===== config.mk =====
export PLATFORM = sky130hd
export DESIGN_NAME = k_mismatch_matcher_unit
export DESIGN_NICKNAME = d
export VERILOG_FILES = /design/src/rtl/kmm_pkg.sv /design/src/rtl/kmm_cell.sv /design/src/rtl/kmm_sel.sv /design/src/rtl/k_mismatch_matcher_unit.sv
export SDC_FILE = /design/constraint.sdc
export NUM_CORES = 2
export LEC_CHECK = 0
export ABC_AREA = 1
export BUFFER_PORTS_ARGS = -buffer_cell sky130_fd_sc_hd__buf_4
export CAP_MARGIN = 5
export CELL_PAD_IN_SITES_DETAIL_PLACEMENT = 1
export CELL_PAD_IN_SITES_GLOBAL_PLACEMENT = 1
export CORE_MARGIN = 2
export CORE_UTILIZATION = 50
export CTS_CLUSTER_SIZE = 14
export DETAILED_ROUTE_END_ITERATION = 10
export PLACE_DENSITY_LB_ADDON = 0.1
export SYNTH_ARGS = -nofsm -noshare
export SYNTH_HDL_FRONTEND = slang
export SYNTH_SLANG_ARGS = --single-unit

===== constraint.sdc =====
create_clock -name clk -period 12.1 [get_ports clk]
set_clock_uncertainty 0.2 [all_clocks]
set_input_delay 2.42 -clock clk [delete_from_list [all_inputs] [get_ports clk]]
set_output_delay 2.42 -clock clk [all_outputs]
set_load 0.005 [all_outputs]

===== src/rtl/kmm_pkg.sv =====
// kmm_pkg: shared widths, codes and result layout for the k-mismatch matcher.
// No dependencies; imported by every module of the block.
`default_nettype none

package kmm_pkg;

  localparam int CFG_W     = 7;   // width of both configuration registers
  localparam int SYM_W     = 8;
  localparam int PIDX_W    = 6;
  localparam int START_W   = 20;
  localparam int TALLY_W   = 7;
  localparam int GROUP     = 8;   // tallies per first-level select group
  localparam int GROUP_LOG = 3;

  localparam logic [TALLY_W-1:0] TALLY_MAX = '1;

  localparam int PATTERN_MAX_DEF = 64;
  localparam int TEXT_MAX_DEF    = 1048576;

  // beat kinds carried on tuser
  localparam logic REQ_LOAD = 1'b0;
  localparam logic REQ_TEXT = 1'b1;

  // configuration register indexes
  localparam logic CFG_PATTERN_LENGTH = 1'b0;
  localparam logic CFG_MAX_MISMATCHES = 1'b1;

  // result beat, alignment_start in the lowest bits
  typedef struct packed {
    logic               found;
    logic [TALLY_W-1:0] mismatch_count;
    logic [START_W-1:0] alignment_start;
  } kmm_res_t;

endpackage

`default_nettype wire


===== src/rtl/kmm_cell.sv =====
// kmm_cell: one alignment cell, holding a pattern byte and the running
// mismatch tally of the prefix that ends on it. Depends on kmm_pkg.
`default_nettype none

module kmm_cell (
  input  wire logic                        clk,
  input  wire logic                        rst_n,
  input  wire logic                        shift_en,
  input  wire logic [kmm_pkg::SYM_W-1:0]   sym,
  input  wire logic                        pat_we,
  input  wire logic [kmm_pkg::SYM_W-1:0]   pat_din,
  input  wire logic [kmm_pkg::TALLY_W-1:0] tally_in,
  output logic      [kmm_pkg::TALLY_W-1:0] tally_out
);
  import kmm_pkg::*;

  logic [SYM_W-1:0]   pat_r;
  logic [TALLY_W-1:0] tally_r;
  logic [TALLY_W-1:0] tally_nxt;

  always_comb begin
    tally_nxt = tally_in;
    if (sym != pat_r && tally_in != TALLY_MAX) begin
      tally_nxt = tally_in + TALLY_W'(1);
    end
  end

  always_ff @(posedge clk) begin
    if (pat_we) begin
      pat_r <= pat_din;
    end
  end

  always_ff @(posedge clk) begin
    if (!rst_n) begin
      tally_r <= '0;
    end else if (shift_en) begin
      tally_r <= tally_nxt;
    end
  end

  assign tally_out = tally_r;

endmodule

`default_nettype wire


===== src/rtl/kmm_sel.sv =====
// kmm_sel: two-level registered select of the tally for the active length,
// limit compare and output register. Depends on kmm_pkg.
`default_nettype none

module kmm_sel #(
  parameter int PATTERN_MAX = kmm_pkg::PATTERN_MAX_DEF,
  parameter int LEN_W       = kmm_pkg::CFG_W
) (
  input  wire logic                        clk,
  input  wire logic                        rst_n,
  input  wire logic [kmm_pkg::TALLY_W-1:0] tally [PATTERN_MAX],
  input  wire logic                        a_valid,
  input  wire logic [kmm_pkg::START_W-1:0] a_start,
  input  wire logic [LEN_W-1:0]            a_sel,
  input  wire logic [kmm_pkg::CFG_W-1:0]   max_mis,
  output logic                             b_ready,
  output logic                             out_valid,
  input  wire logic                        out_ready,
  output kmm_pkg::kmm_res_t                out_res
);
  import kmm_pkg::*;

  localparam int N_GRP = (PATTERN_MAX + GROUP - 1) / GROUP;
  localparam int HI_W  = (N_GRP > 1) ? $clog2(N_GRP) : 1;

  logic [TALLY_W-1:0] tally_pad [N_GRP*GROUP];
  logic [TALLY_W-1:0] grp_nxt   [N_GRP];
  logic [TALLY_W-1:0] b_grp_r   [N_GRP];
  logic               b_valid_r;
  logic [START_W-1:0] b_start_r;
  logic [HI_W-1:0]    b_hi_r;
  logic [LEN_W-1:0]   sel_hi;
  logic [GROUP_LOG-1:0] sel_lo;
  logic               out_valid_r;
  kmm_res_t           res_r;
  kmm_res_t           res_nxt;
  logic               out_move;

  genvar gi;
  generate
    for (gi = 0; gi < N_GRP*GROUP; gi++) begin : g_pad
      if (gi < PATTERN_MAX) begin : g_used
        assign tally_pad[gi] = tally[gi];
      end else begin : g_fill
        assign tally_pad[gi] = '0;
      end
    end
  endgenerate

  assign sel_lo = a_sel[GROUP_LOG-1:0];
  assign sel_hi = a_sel >> GROUP_LOG;

  always_comb begin
    for (int g = 0; g < N_GRP; g++) begin
      grp_nxt[g] = tally_pad[g*GROUP + int'(sel_lo)];
    end
  end

  assign out_move = !out_valid_r || out_ready;
  assign b_ready  = !b_valid_r || out_move;

  always_ff @(posedge clk) begin
    if (!rst_n) begin
      b_valid_r <= 1'b0;
    end else if (b_ready) begin
      b_valid_r <= a_valid;
    end
  end

  always_ff @(posedge clk) begin
    if (b_ready) begin
      for (int g = 0; g < N_GRP; g++) begin
        b_grp_r[g] <= grp_nxt[g];
      end
      b_start_r <= a_start;
      b_hi_r    <= sel_hi[HI_W-1:0];
    end
  end

  always_comb begin
    res_nxt.alignment_start = b_start_r;
    res_nxt.mismatch_count  = b_grp_r[b_hi_r];
    res_nxt.found           = (b_grp_r[b_hi_r] <= max_mis);
  end

  always_ff @(posedge clk) begin
    if (!rst_n) begin
      out_valid_r <= 1'b0;
    end else if (out_move) begin
      out_valid_r <= b_valid_r;
    end
  end

  always_ff @(posedge clk) begin
    if (out_move) begin
      res_r <= res_nxt;
    end
  end

  assign out_valid = out_valid_r;
  assign out_res   = res_r;

endmodule

`default_nettype wire


===== src/rtl/k_mismatch_matcher_unit.sv =====
// k_mismatch_matcher_unit: approximate pattern matcher, top level.
// Depends on kmm_pkg, kmm_cell and kmm_sel.
//
// Usage:
//   Input beats on in_*: tuser low loads symbol into pattern slot
//   pattern_index; tuser high streams one text byte, tlast marking the last
//   byte of a text. Indexes at or beyond PATTERN_MAX are dropped.
//   Each text byte that completes a window of pattern_length bytes yields one
//   result beat on out_*: window start, Hamming mismatch count, found flag.
//   Registers must be written on cfg_* only while the block is idle (a user rule; the block has no check for it).
//   Throughput: one beat per cycle while in_tready is high; every cell updates its
//   tally in the same cycle, so the chain of cells takes a text byte each clock.
//   Each result passes cell update, group select and output register in turn.
//   Stalls: three result slots (cell stage, select stage, output register)
//   absorb back-pressure; in_tready drops only once all three hold results.
//   Load beats and text beats that close no window take no result slot.
//   Reset (rst_n low, synchronous): tallies and text position cleared,
//   pattern_length = 1, max_mismatches = 0. Pattern bytes are not cleared.
`default_nettype none

module k_mismatch_matcher_unit #(
  parameter int PATTERN_MAX = kmm_pkg::PATTERN_MAX_DEF,
  parameter int TEXT_MAX    = kmm_pkg::TEXT_MAX_DEF
) (
  input  wire logic                      clk,
  input  wire logic                      rst_n,
  // in_tdata: symbol[7:0], pattern_index[13:8], zero[15:14]
  input  wire logic                      in_tvalid,
  output logic                           in_tready,
  input  wire logic [15:0]               in_tdata,
  // in_tuser: req_type[0]
  input  wire logic                      in_tuser,
  input  wire logic                      in_tlast,
  // out_tdata: alignment_start[19:0], mismatch_count[26:20], found[27], zero[31:28]
  output logic                           out_tvalid,
  input  wire logic                      out_tready,
  output logic [31:0]                    out_tdata,
  input  wire logic                      cfg_we,
  input  wire logic                      cfg_index,
  input  wire logic [kmm_pkg::CFG_W-1:0] cfg_wdata
);
  import kmm_pkg::*;

  localparam int LEN_W  = ($clog2(PATTERN_MAX + 1) > CFG_W) ? $clog2(PATTERN_MAX + 1) : CFG_W;
  localparam int POS_W  = $clog2(TEXT_MAX);
  localparam int CALC_A = (POS_W + 1 > LEN_W) ? POS_W + 1 : LEN_W;
  localparam int CALC_W = (CALC_A > START_W) ? CALC_A : START_W;

  logic [CFG_W-1:0]   cfg_len_r;
  logic [CFG_W-1:0]   cfg_max_r;
  logic [POS_W-1:0]   pos_r;
  logic [POS_W-1:0]   pos_nxt;
  logic               clr_r;
  logic               a_valid_r;
  logic [START_W-1:0] a_start_r;
  logic [LEN_W-1:0]   a_sel_r;

  logic [SYM_W-1:0]   sym;
  logic [PIDX_W-1:0]  pidx;
  logic               in_acc;
  logic               text_acc;
  logic               load_acc;
  logic               a_move;
  logic               b_ready;
  logic [LEN_W-1:0]   len;
  logic [CALC_W-1:0]  pos_inc;
  logic [CALC_W-1:0]  start_w;
  logic               has_res;
  logic               out_valid;
  kmm_res_t           out_res;

  logic [TALLY_W-1:0] tally    [PATTERN_MAX];
  logic [TALLY_W-1:0] chain_in [PATTERN_MAX];

  assign sym  = in_tdata[SYM_W-1:0];
  assign pidx = in_tdata[SYM_W +: PIDX_W];

  assign a_move    = !a_valid_r || b_ready;
  assign in_tready = a_move;
  assign in_acc    = in_tvalid && a_move;
  assign text_acc  = in_acc && (in_tuser == REQ_TEXT);
  assign load_acc  = in_acc && (in_tuser == REQ_LOAD);

  // configuration
  always_ff @(posedge clk) begin
    if (!rst_n) begin
      cfg_len_r <= CFG_W'(1);
      cfg_max_r <= '0;
    end else if (cfg_we) begin
      unique case (cfg_index)
        CFG_PATTERN_LENGTH: cfg_len_r <= cfg_wdata;
        CFG_MAX_MISMATCHES: cfg_max_r <= cfg_wdata;
        default: ;
      endcase
    end
  end

  // active length clamped to 1..PATTERN_MAX
  always_comb begin
    if (cfg_len_r == '0) begin
      len = LEN_W'(1);
    end else if (LEN_W'(cfg_len_r) > LEN_W'(PATTERN_MAX)) begin
      len = LEN_W'(PATTERN_MAX);
    end else begin
      len = LEN_W'(cfg_len_r);
    end
  end

  assign pos_inc = CALC_W'(pos_r) + CALC_W'(1);
  assign has_res = (pos_inc >= CALC_W'(len));
  assign start_w = pos_inc - CALC_W'(len);

  always_comb begin
    pos_nxt = pos_r;
    if (in_tlast) begin
      pos_nxt = '0;
    end else if (pos_r != POS_W'(TEXT_MAX - 1)) begin
      pos_nxt = pos_r + POS_W'(1);
    end
  end

  // clr_r: previous text ended, so the next byte starts from empty tallies
  always_ff @(posedge clk) begin
    if (!rst_n) begin
      pos_r     <= '0;
      clr_r     <= 1'b0;
      a_valid_r <= 1'b0;
    end else begin
      if (text_acc) begin
        pos_r <= pos_nxt;
        clr_r <= in_tlast;
      end
      if (a_move) begin
        a_valid_r <= text_acc && has_res;
      end
    end
  end

  always_ff @(posedge clk) begin
    if (a_move) begin
      a_start_r <= start_w[START_W-1:0];
      a_sel_r   <= len - LEN_W'(1);
    end
  end

  genvar k;
  generate
    for (k = 0; k < PATTERN_MAX; k++) begin : g_cell
      logic pat_we;

      if (k == 0) begin : g_head
        assign chain_in[k] = '0;
      end else begin : g_link
        assign chain_in[k] = clr_r ? '0 : tally[k-1];
      end

      if (k < (1 << PIDX_W)) begin : g_wr
        assign pat_we = load_acc && (pidx == PIDX_W'(k));
      end else begin : g_nowr
        assign pat_we = 1'b0;
      end

      kmm_cell u_cell (
        .clk       (clk),
        .rst_n     (rst_n),
        .shift_en  (text_acc),
        .sym       (sym),
        .pat_we    (pat_we),
        .pat_din   (sym),
        .tally_in  (chain_in[k]),
        .tally_out (tally[k])
      );
    end
  endgenerate

  kmm_sel #(
    .PATTERN_MAX (PATTERN_MAX),
    .LEN_W       (LEN_W)
  ) u_sel (
    .clk       (clk),
    .rst_n     (rst_n),
    .tally     (tally),
    .a_valid   (a_valid_r),
    .a_start   (a_start_r),
    .a_sel     (a_sel_r),
    .max_mis   (cfg_max_r),
    .b_ready   (b_ready),
    .out_valid (out_valid),
    .out_ready (out_tready),
    .out_res   (out_res)
  );

  assign out_tvalid = out_valid;
  assign out_tdata  = {4'b0000, out_res};

endmodule

`default_nettype wire

======== After elaboration in Yosys (flattened, before gate mapping) ========
Memories as Yosys holds them, arrays and structs flattened. A register that Yosys moved wholly into a read port is not among the register bits.
Cells that the tools add are included.
storage, ports and cells
  register bits after elaboration ......... 1075
  bits in writable memories ............... 56
  word-level logic and storage cells ...... 730
  memories kept ........................... 1
operators by class
  $add $sub $neg .......................... 74
  $lt $le $gt $ge ......................... 11
  eq/ne operators ......................... 191
  mux-type cells .......................... 158
  bitwise logic cells ..................... 10
  reductions and logical operators ........ 143
memory list
  memory         depth  width  read ports  clocked after memory_dff  write ports  line           text
  u_sel.b_grp_r  8      7      1           1                         8            kmm_sel.sv:28  logic [TALLY_W-1:0] b_grp_r [N_GRP];
operators by type and width
  kind                                                                 count
  two-way mux 7 bit                                                    144
  inequality test 8 bit                                                64
  adder 7 x 1 -> 7 bit (second input constant)                         63
  inequality test 7 bit (second input constant)                        63
  binary-select mux 7 bit (select 6 bit)                               8
  greater-or-equal comparator 32 x 7 -> 1 bit (second input constant)  8
  inverter 32 bit                                                      7
  equality test 6 bit (second input constant)                          32
  logical AND 1 bit                                                    131
  equality test 6 x 5 -> 1 bit (second input constant)                 16
  equality test 6 x 4 -> 1 bit (second input constant)                 8
  two-way mux 20 bit                                                   2
  inverter 3 -> 32 bit                                                 1
  adder 6 x 3 -> 7 bit (first input constant)                          4
  equality test 6 x 3 -> 1 bit (second input constant)                 4
  adder 20 x 1 -> 21 bit (second input constant)                       1
  greater-or-equal comparator 21 x 7 -> 1 bit                          1
  adder 20 x 1 -> 20 bit (second input constant)                       1
  inequality test 20 bit (second input constant)                       1
  subtractor 20 x 7 -> 20 bit                                          1
  adder 5 x 3 -> 6 bit (first input constant)                          2
  equality test 6 x 2 -> 1 bit (second input constant)                 2
  > comparator 7 bit (second input constant)                           1
  <= comparator 7 bit                                                  1
  other kinds (12)                                                     21

======== Logic depth before layout (Yosys ltp) ========
  depth in word-level cells ............... 7
  mapped depth ............................ 18
  depth with buffers taken out ............ 15

======== By module ========
From an unflattened synthesis, not the netlist that was laid out.
second synthesis, totals
  cells, all modules ...................... 10030
  area, all modules ....................... 69512.9 um^2
by module, submodules not included
  module                            instances  cells each  area an instance (um^2)
  kmm_cell at g_cell[0].u_cell ...  63         105         808.3
  kmm_sel                           1          1839        10378.7
  k_mismatch_matcher_unit           1          1471        7378.3
  kmm_cell at g_cell[9].u_cell      1          105         834.6

======== Worst setup path after synthesis ========
Ideal clock, no wire load.
  path kind ............................... in2out
  from .................................... input out_tready
  to ...................................... output in_tready
  data arrival time ....................... 3.734 ns
  data required time ...................... 9.480 ns
  slack ................................... 5.746 ns
  stages .................................. 4
  buffers on the path ..................... 0
  path through ............................ inv_1 > nand2_1 > nor2_2 > nand2_2
between the ends
  word-level cells in the longest chain between the ends .. 3
ends and longest elaborated chain
  element             line                           text
  start: declaration  k_mismatch_matcher_unit.sv:36  input wire logic out_tready,
  logical OR 1 bit    kmm_sel.sv:59                  assign out_move = !out_valid_r || out_ready;
  net u_sel.out_move  kmm_sel.sv:37                  logic out_move;
  logical OR 1 bit    kmm_sel.sv:60                  assign b_ready = !b_valid_r || out_move;
  logical OR 1 bit    k_mismatch_matcher_unit.sv:78  assign a_move = !a_valid_r || b_ready;
  end: declaration    k_mismatch_matcher_unit.sv:29  output logic in_tready,
The timed path passes the listed nets, and every way through them passes these cells.

======== Worst setup path in the final report ========
Same ends and word-level chain as after synthesis.

==> flow_summary.json <==
{
  "synth_seq_cells": 1113,
  "p_sw_share_pct": 27.19,
  "start_util_pct": 50.43,
  "synthCells": 6714,
  "synth_cell_types": 48,
  "r2r_cells": 10,
  "status": "finished clean",
  "total_power_w": 0.009534,
  "area_growth_pct": 8.612,
  "reg2reg_from": "u_sel.out_valid$_SDFFE_PN0P_",
  "drt_pass1_iterations": 5,
  "max_freq_ghz": 0.1563,
  "internal-power_w": 0.006941,
  "max_cap_violations": 0,
  "synth_edf_count": 645,
  "cts-buffers-inserted": 121,
  "r2r_slack_ns": 7.30,
  "wl_per_cell_microns": 20.14,
  "finalSetupViolCount": 0,
  "final_net_count": 6698,
  "powerDensity_nw_per_um2": 149.8,
  "antenna_found_initial": 2,
  "die_y_microns": 346.4,
  "fin_crit_ns": 6.398,
  "drc": 0,
  "fin_crit_sh_pct": 52.87,
  "core_area_sq_um": 116200,
  "ir_drop_uv": 148.9,
  "clockBufferDepth": 3,
  "overflow": 0,
  "yosysSeqAreaShare_pct": 49.04,
  "cp-start-kind": "input port",
  "slew_headroom_pct": 22.25,
  "slew_viol_final": 0,
  "drt-initial-drc-count": 2878,
  "grt_pass1_wl_microns": 262200,
  "clockRootBuffer": "clkbuf_16",
  "final_hold_viol_count": 0,
  "dieArea_sq_um": 120000,
  "pin_count": 65,
  "dp_cells": 7988,
  "power_frac_seq_pct": 45.9,
  "track_usage_pct": 27.44,
  "required_ns": 9.48,
  "syn_area_sq_um": 58600,
  "first_global_vias": 46860,
  "fillers": 13500,
  "hold_depth": 0,
  "grt_setup_unrepaired": "false",
  "grt_max_degree": 239,
  "hpwl_microns": 104800,
  "gp_congestion": 0.8098,
  "endpoint_kind": "primary output",
  "synth_ff_type": "edfxtp_1",
  "clock_latency_ns": 0.77,
  "drive_gt1_share_pct": 6.319,
  "rr_endpoint": "g_cell[46].u_cell.tally_out[6]$_SDFFE_PN0P_",
  "setup_tns_ns": 0,
  "die_w_microns": 346.4,
  "async_flop_share_pct": 0,
  "arrival_ns": 3.78,
  "h-tree-depth": 3,
  "combPwrFrac_pct": 13.2,
  "vias_per_cell": 5.487,
  "p_switching_w": 0.002593,
  "worstMarginPinSlew_ns": 1.166,
  "portBuffers": 58,
  "stdcell_count": 8219,
  "syn_avg_cell_area_sq_um": 8.729,
  "cts_resized": 0,
  "clk_pin_slew_worst_paths_ns": 0.06,
  "min_from": "a_start_r[14]$_DFFE_PN_",
  "wirelength_microns": 165600,
  "min_to": "u_sel.b_start_r[14]$_DFFE_PN_",
  "critPathMaxFanout": 30,
  "rows": 125,
  "ant_nets": 0,
  "clkPwrFrac_pct": 40.9,
  "vias": 45100,
  "path_class": "in -> out",
  "cts_setup_buffers": 0,
  "leakage_nw": 25.49,
  "cts_sinks": 1113,
  "cts_tree": "done",
  "ys_warn_count": 0,
  "hold_class": "reg -> reg",
  "cts_hold_buf": 0
}
==> power by group through the flow <==
stage / clock network (W) / registers [W] / logic [W]
after global routing: 0.00410 / 0.00440 / 0.00140
after CTS: 0.00397 / 0.00438 / 0.00126
after global placement: 0 / 0.00445 / 0.00120
after detailed placement: 0 / 0.00446 / 0.00124
final: 0.00390 / 0.00438 / 0.00126
after floorplan: 0 / 0.00440 / 0.000855
==> Yosys cell counts, types with 3 or more instances <==
library cell / number / area (sq um)
buf_1: 29 / 108.9
nand4_1: 30 / 187.7
dfxtp_1: 468 / 9369
nand3_1: 293 / 1466
a31oi_1: 76 / 475.5
nor2_1: 672 / 2522
buf_6: 55 / 619.3
or2_2: 3 / 18.77
clkbuf_1: 172 / 645.6
o21bai_1: 42 / 315.3
inv_1: 860 / 3228
clkinv_1: 3 / 11.26
a221oi_1: 71 / 621.9
nand2_2: 31 / 193.9
ha_1: 79 / 988.5
nor3_1: 49 / 245.2
xnor2_1: 563 / 4931
nand2_1: 966 / 3626
o21ai_0: 522 / 2613
buf_4: 23 / 172.7
edfxtp_1: 645 / 19370
nor4_1: 7 / 43.79
a21oi_1: 506 / 2532
xor2_1: 259 / 2268
o22ai_1: 9 / 56.30
nor2_2: 47 / 294.0
nor3_2: 22 / 220.2
o211ai_1: 64 / 480.5
nor2_4: 25 / 281.5
buf_2: 68 / 340.3
o21ai_1: 30 / 150.1
inv_2: 4 / 15.01
==> final cells by class <==
type / count / area (sq um) / share of cell area, %
Inverter: 867 / 3282 / 5.156
Sequential cell: 1113 / 28740 / 45.15
Antenna cell: 1 / 2.502 / 0.003931
Multi-Input combinational cell: 4388 / 24710 / 38.82
Timing Repair Buffer: 96 / 829.5 / 1.303
Clock inverter: 68 / 848.3 / 1.333
Clock buffer: 162 / 3332 / 5.235
Tap cell: 1524 / 1907 / 2.996
==> placed cells by master, fill, tap and decap left out, types with 22 or more instances in the layout <==
cell type,count
o21bai_1,42
nor3_1,49
nor3_2,22
xor2_1,259
clkinv_2,24
clkbuf_16,121
o21ai_0,522
nand2_1,966
o21ai_1,30
clkbuf_1,26
nand3_1,293
buf_4,81
o211ai_1,64
a31oi_1,76
nand2_2,31
a221oi_1,71
ha_1,79
xnor2_1,563
nor2_1,672
nand4_1,30
nor2_2,47
a21oi_1,506
nor2_4,25
dfxtp_1,467
inv_1,858
edfxtp_1,645
==> worst max-delay path: stages <==
cell and delay [ns]:
buf_4 0.11, inv_1 0.04, nand2_1 0.05, buf_4 0.25, nor2_2 0.28, nand2_2 0.13, buf_4 0.27, buf_4 0.19
==> registers in the layout, indices dropped and copies added (netlist names), named ones only <==
name,cells
u_sel.out_valid,1
pos_r,20
cfg_len_r,7
a_start_r,20
u_sel.b_valid_r,1
u_sel.b_grp_r,56
g_cell.u_cell.pat_r,512
u_sel.b_start_r,20
g_cell.u_cell.tally_out,427
clr_r,1
u_sel.out_res,28
a_sel_r,6
u_sel.b_hi_r,3
a_valid_r,1
cfg_max_r,7
==> worst max-delay path by stage <==
stage	startpoint	endpoint	slack, ns	depth (start not counted)
finish	out_tready	in_tready	5.70	8
global route	out_tready	g_cell[42].u_cell.tally_out[6]$_SDFFE_PN0P_	5.56	12
CTS	out_tready	in_tready	5.69	8
detailed placement	out_tready	g_cell[46].u_cell.tally_out[6]$_SDFFE_PN0P_	5.17	12
global placement	out_tready	g_cell[46].u_cell.tally_out[6]$_SDFFE_PN0P_	5.27	12
floorplan	out_tready	in_tready	5.75	4
==> metrics by stage <==
stage	hold slack [ns]	cell area, sq um	worst slack (ns)	util, %
CTS	0.2216	63650	5.689	54.77
global placement	0.2004	59470	5.266	51.18
floorplan	0.2003	58620	5.746	-
finish	0.2213	63650	5.702	54.78
global route	0.2284	63650	5.560	54.77
detailed placement	0.2063	59470	5.173	51.18
==> routing by layer <==
layer	vias to the layer above	GRT usage (%)	share of wire [%]
met2	786	46.64	48
met1	22340	37.05	46
met4	0	7.370	2.5
met3	262	3.223	3.5
met5	-	0	0
li1	21710	-	-
==> kinds of logic (layout without fill, tap and decap cells) <==
logic type                 after synthesis  in the layout  share of synthesized area [%]
other                                    1              5                       0.006399
and+or+nand+nor                       2152           2152                          15.62
AOI/OAI and AO/OA                     1330           1330                          12.50
xor gates and xnor gates               822            822                          12.28
adders and majority gates               80             80                          1.721
DFF                                   1113           1113                          49.04
buffers and inverters                 1216           1193                          8.832
Note: power is estimated with default switching activity, not from simulation.
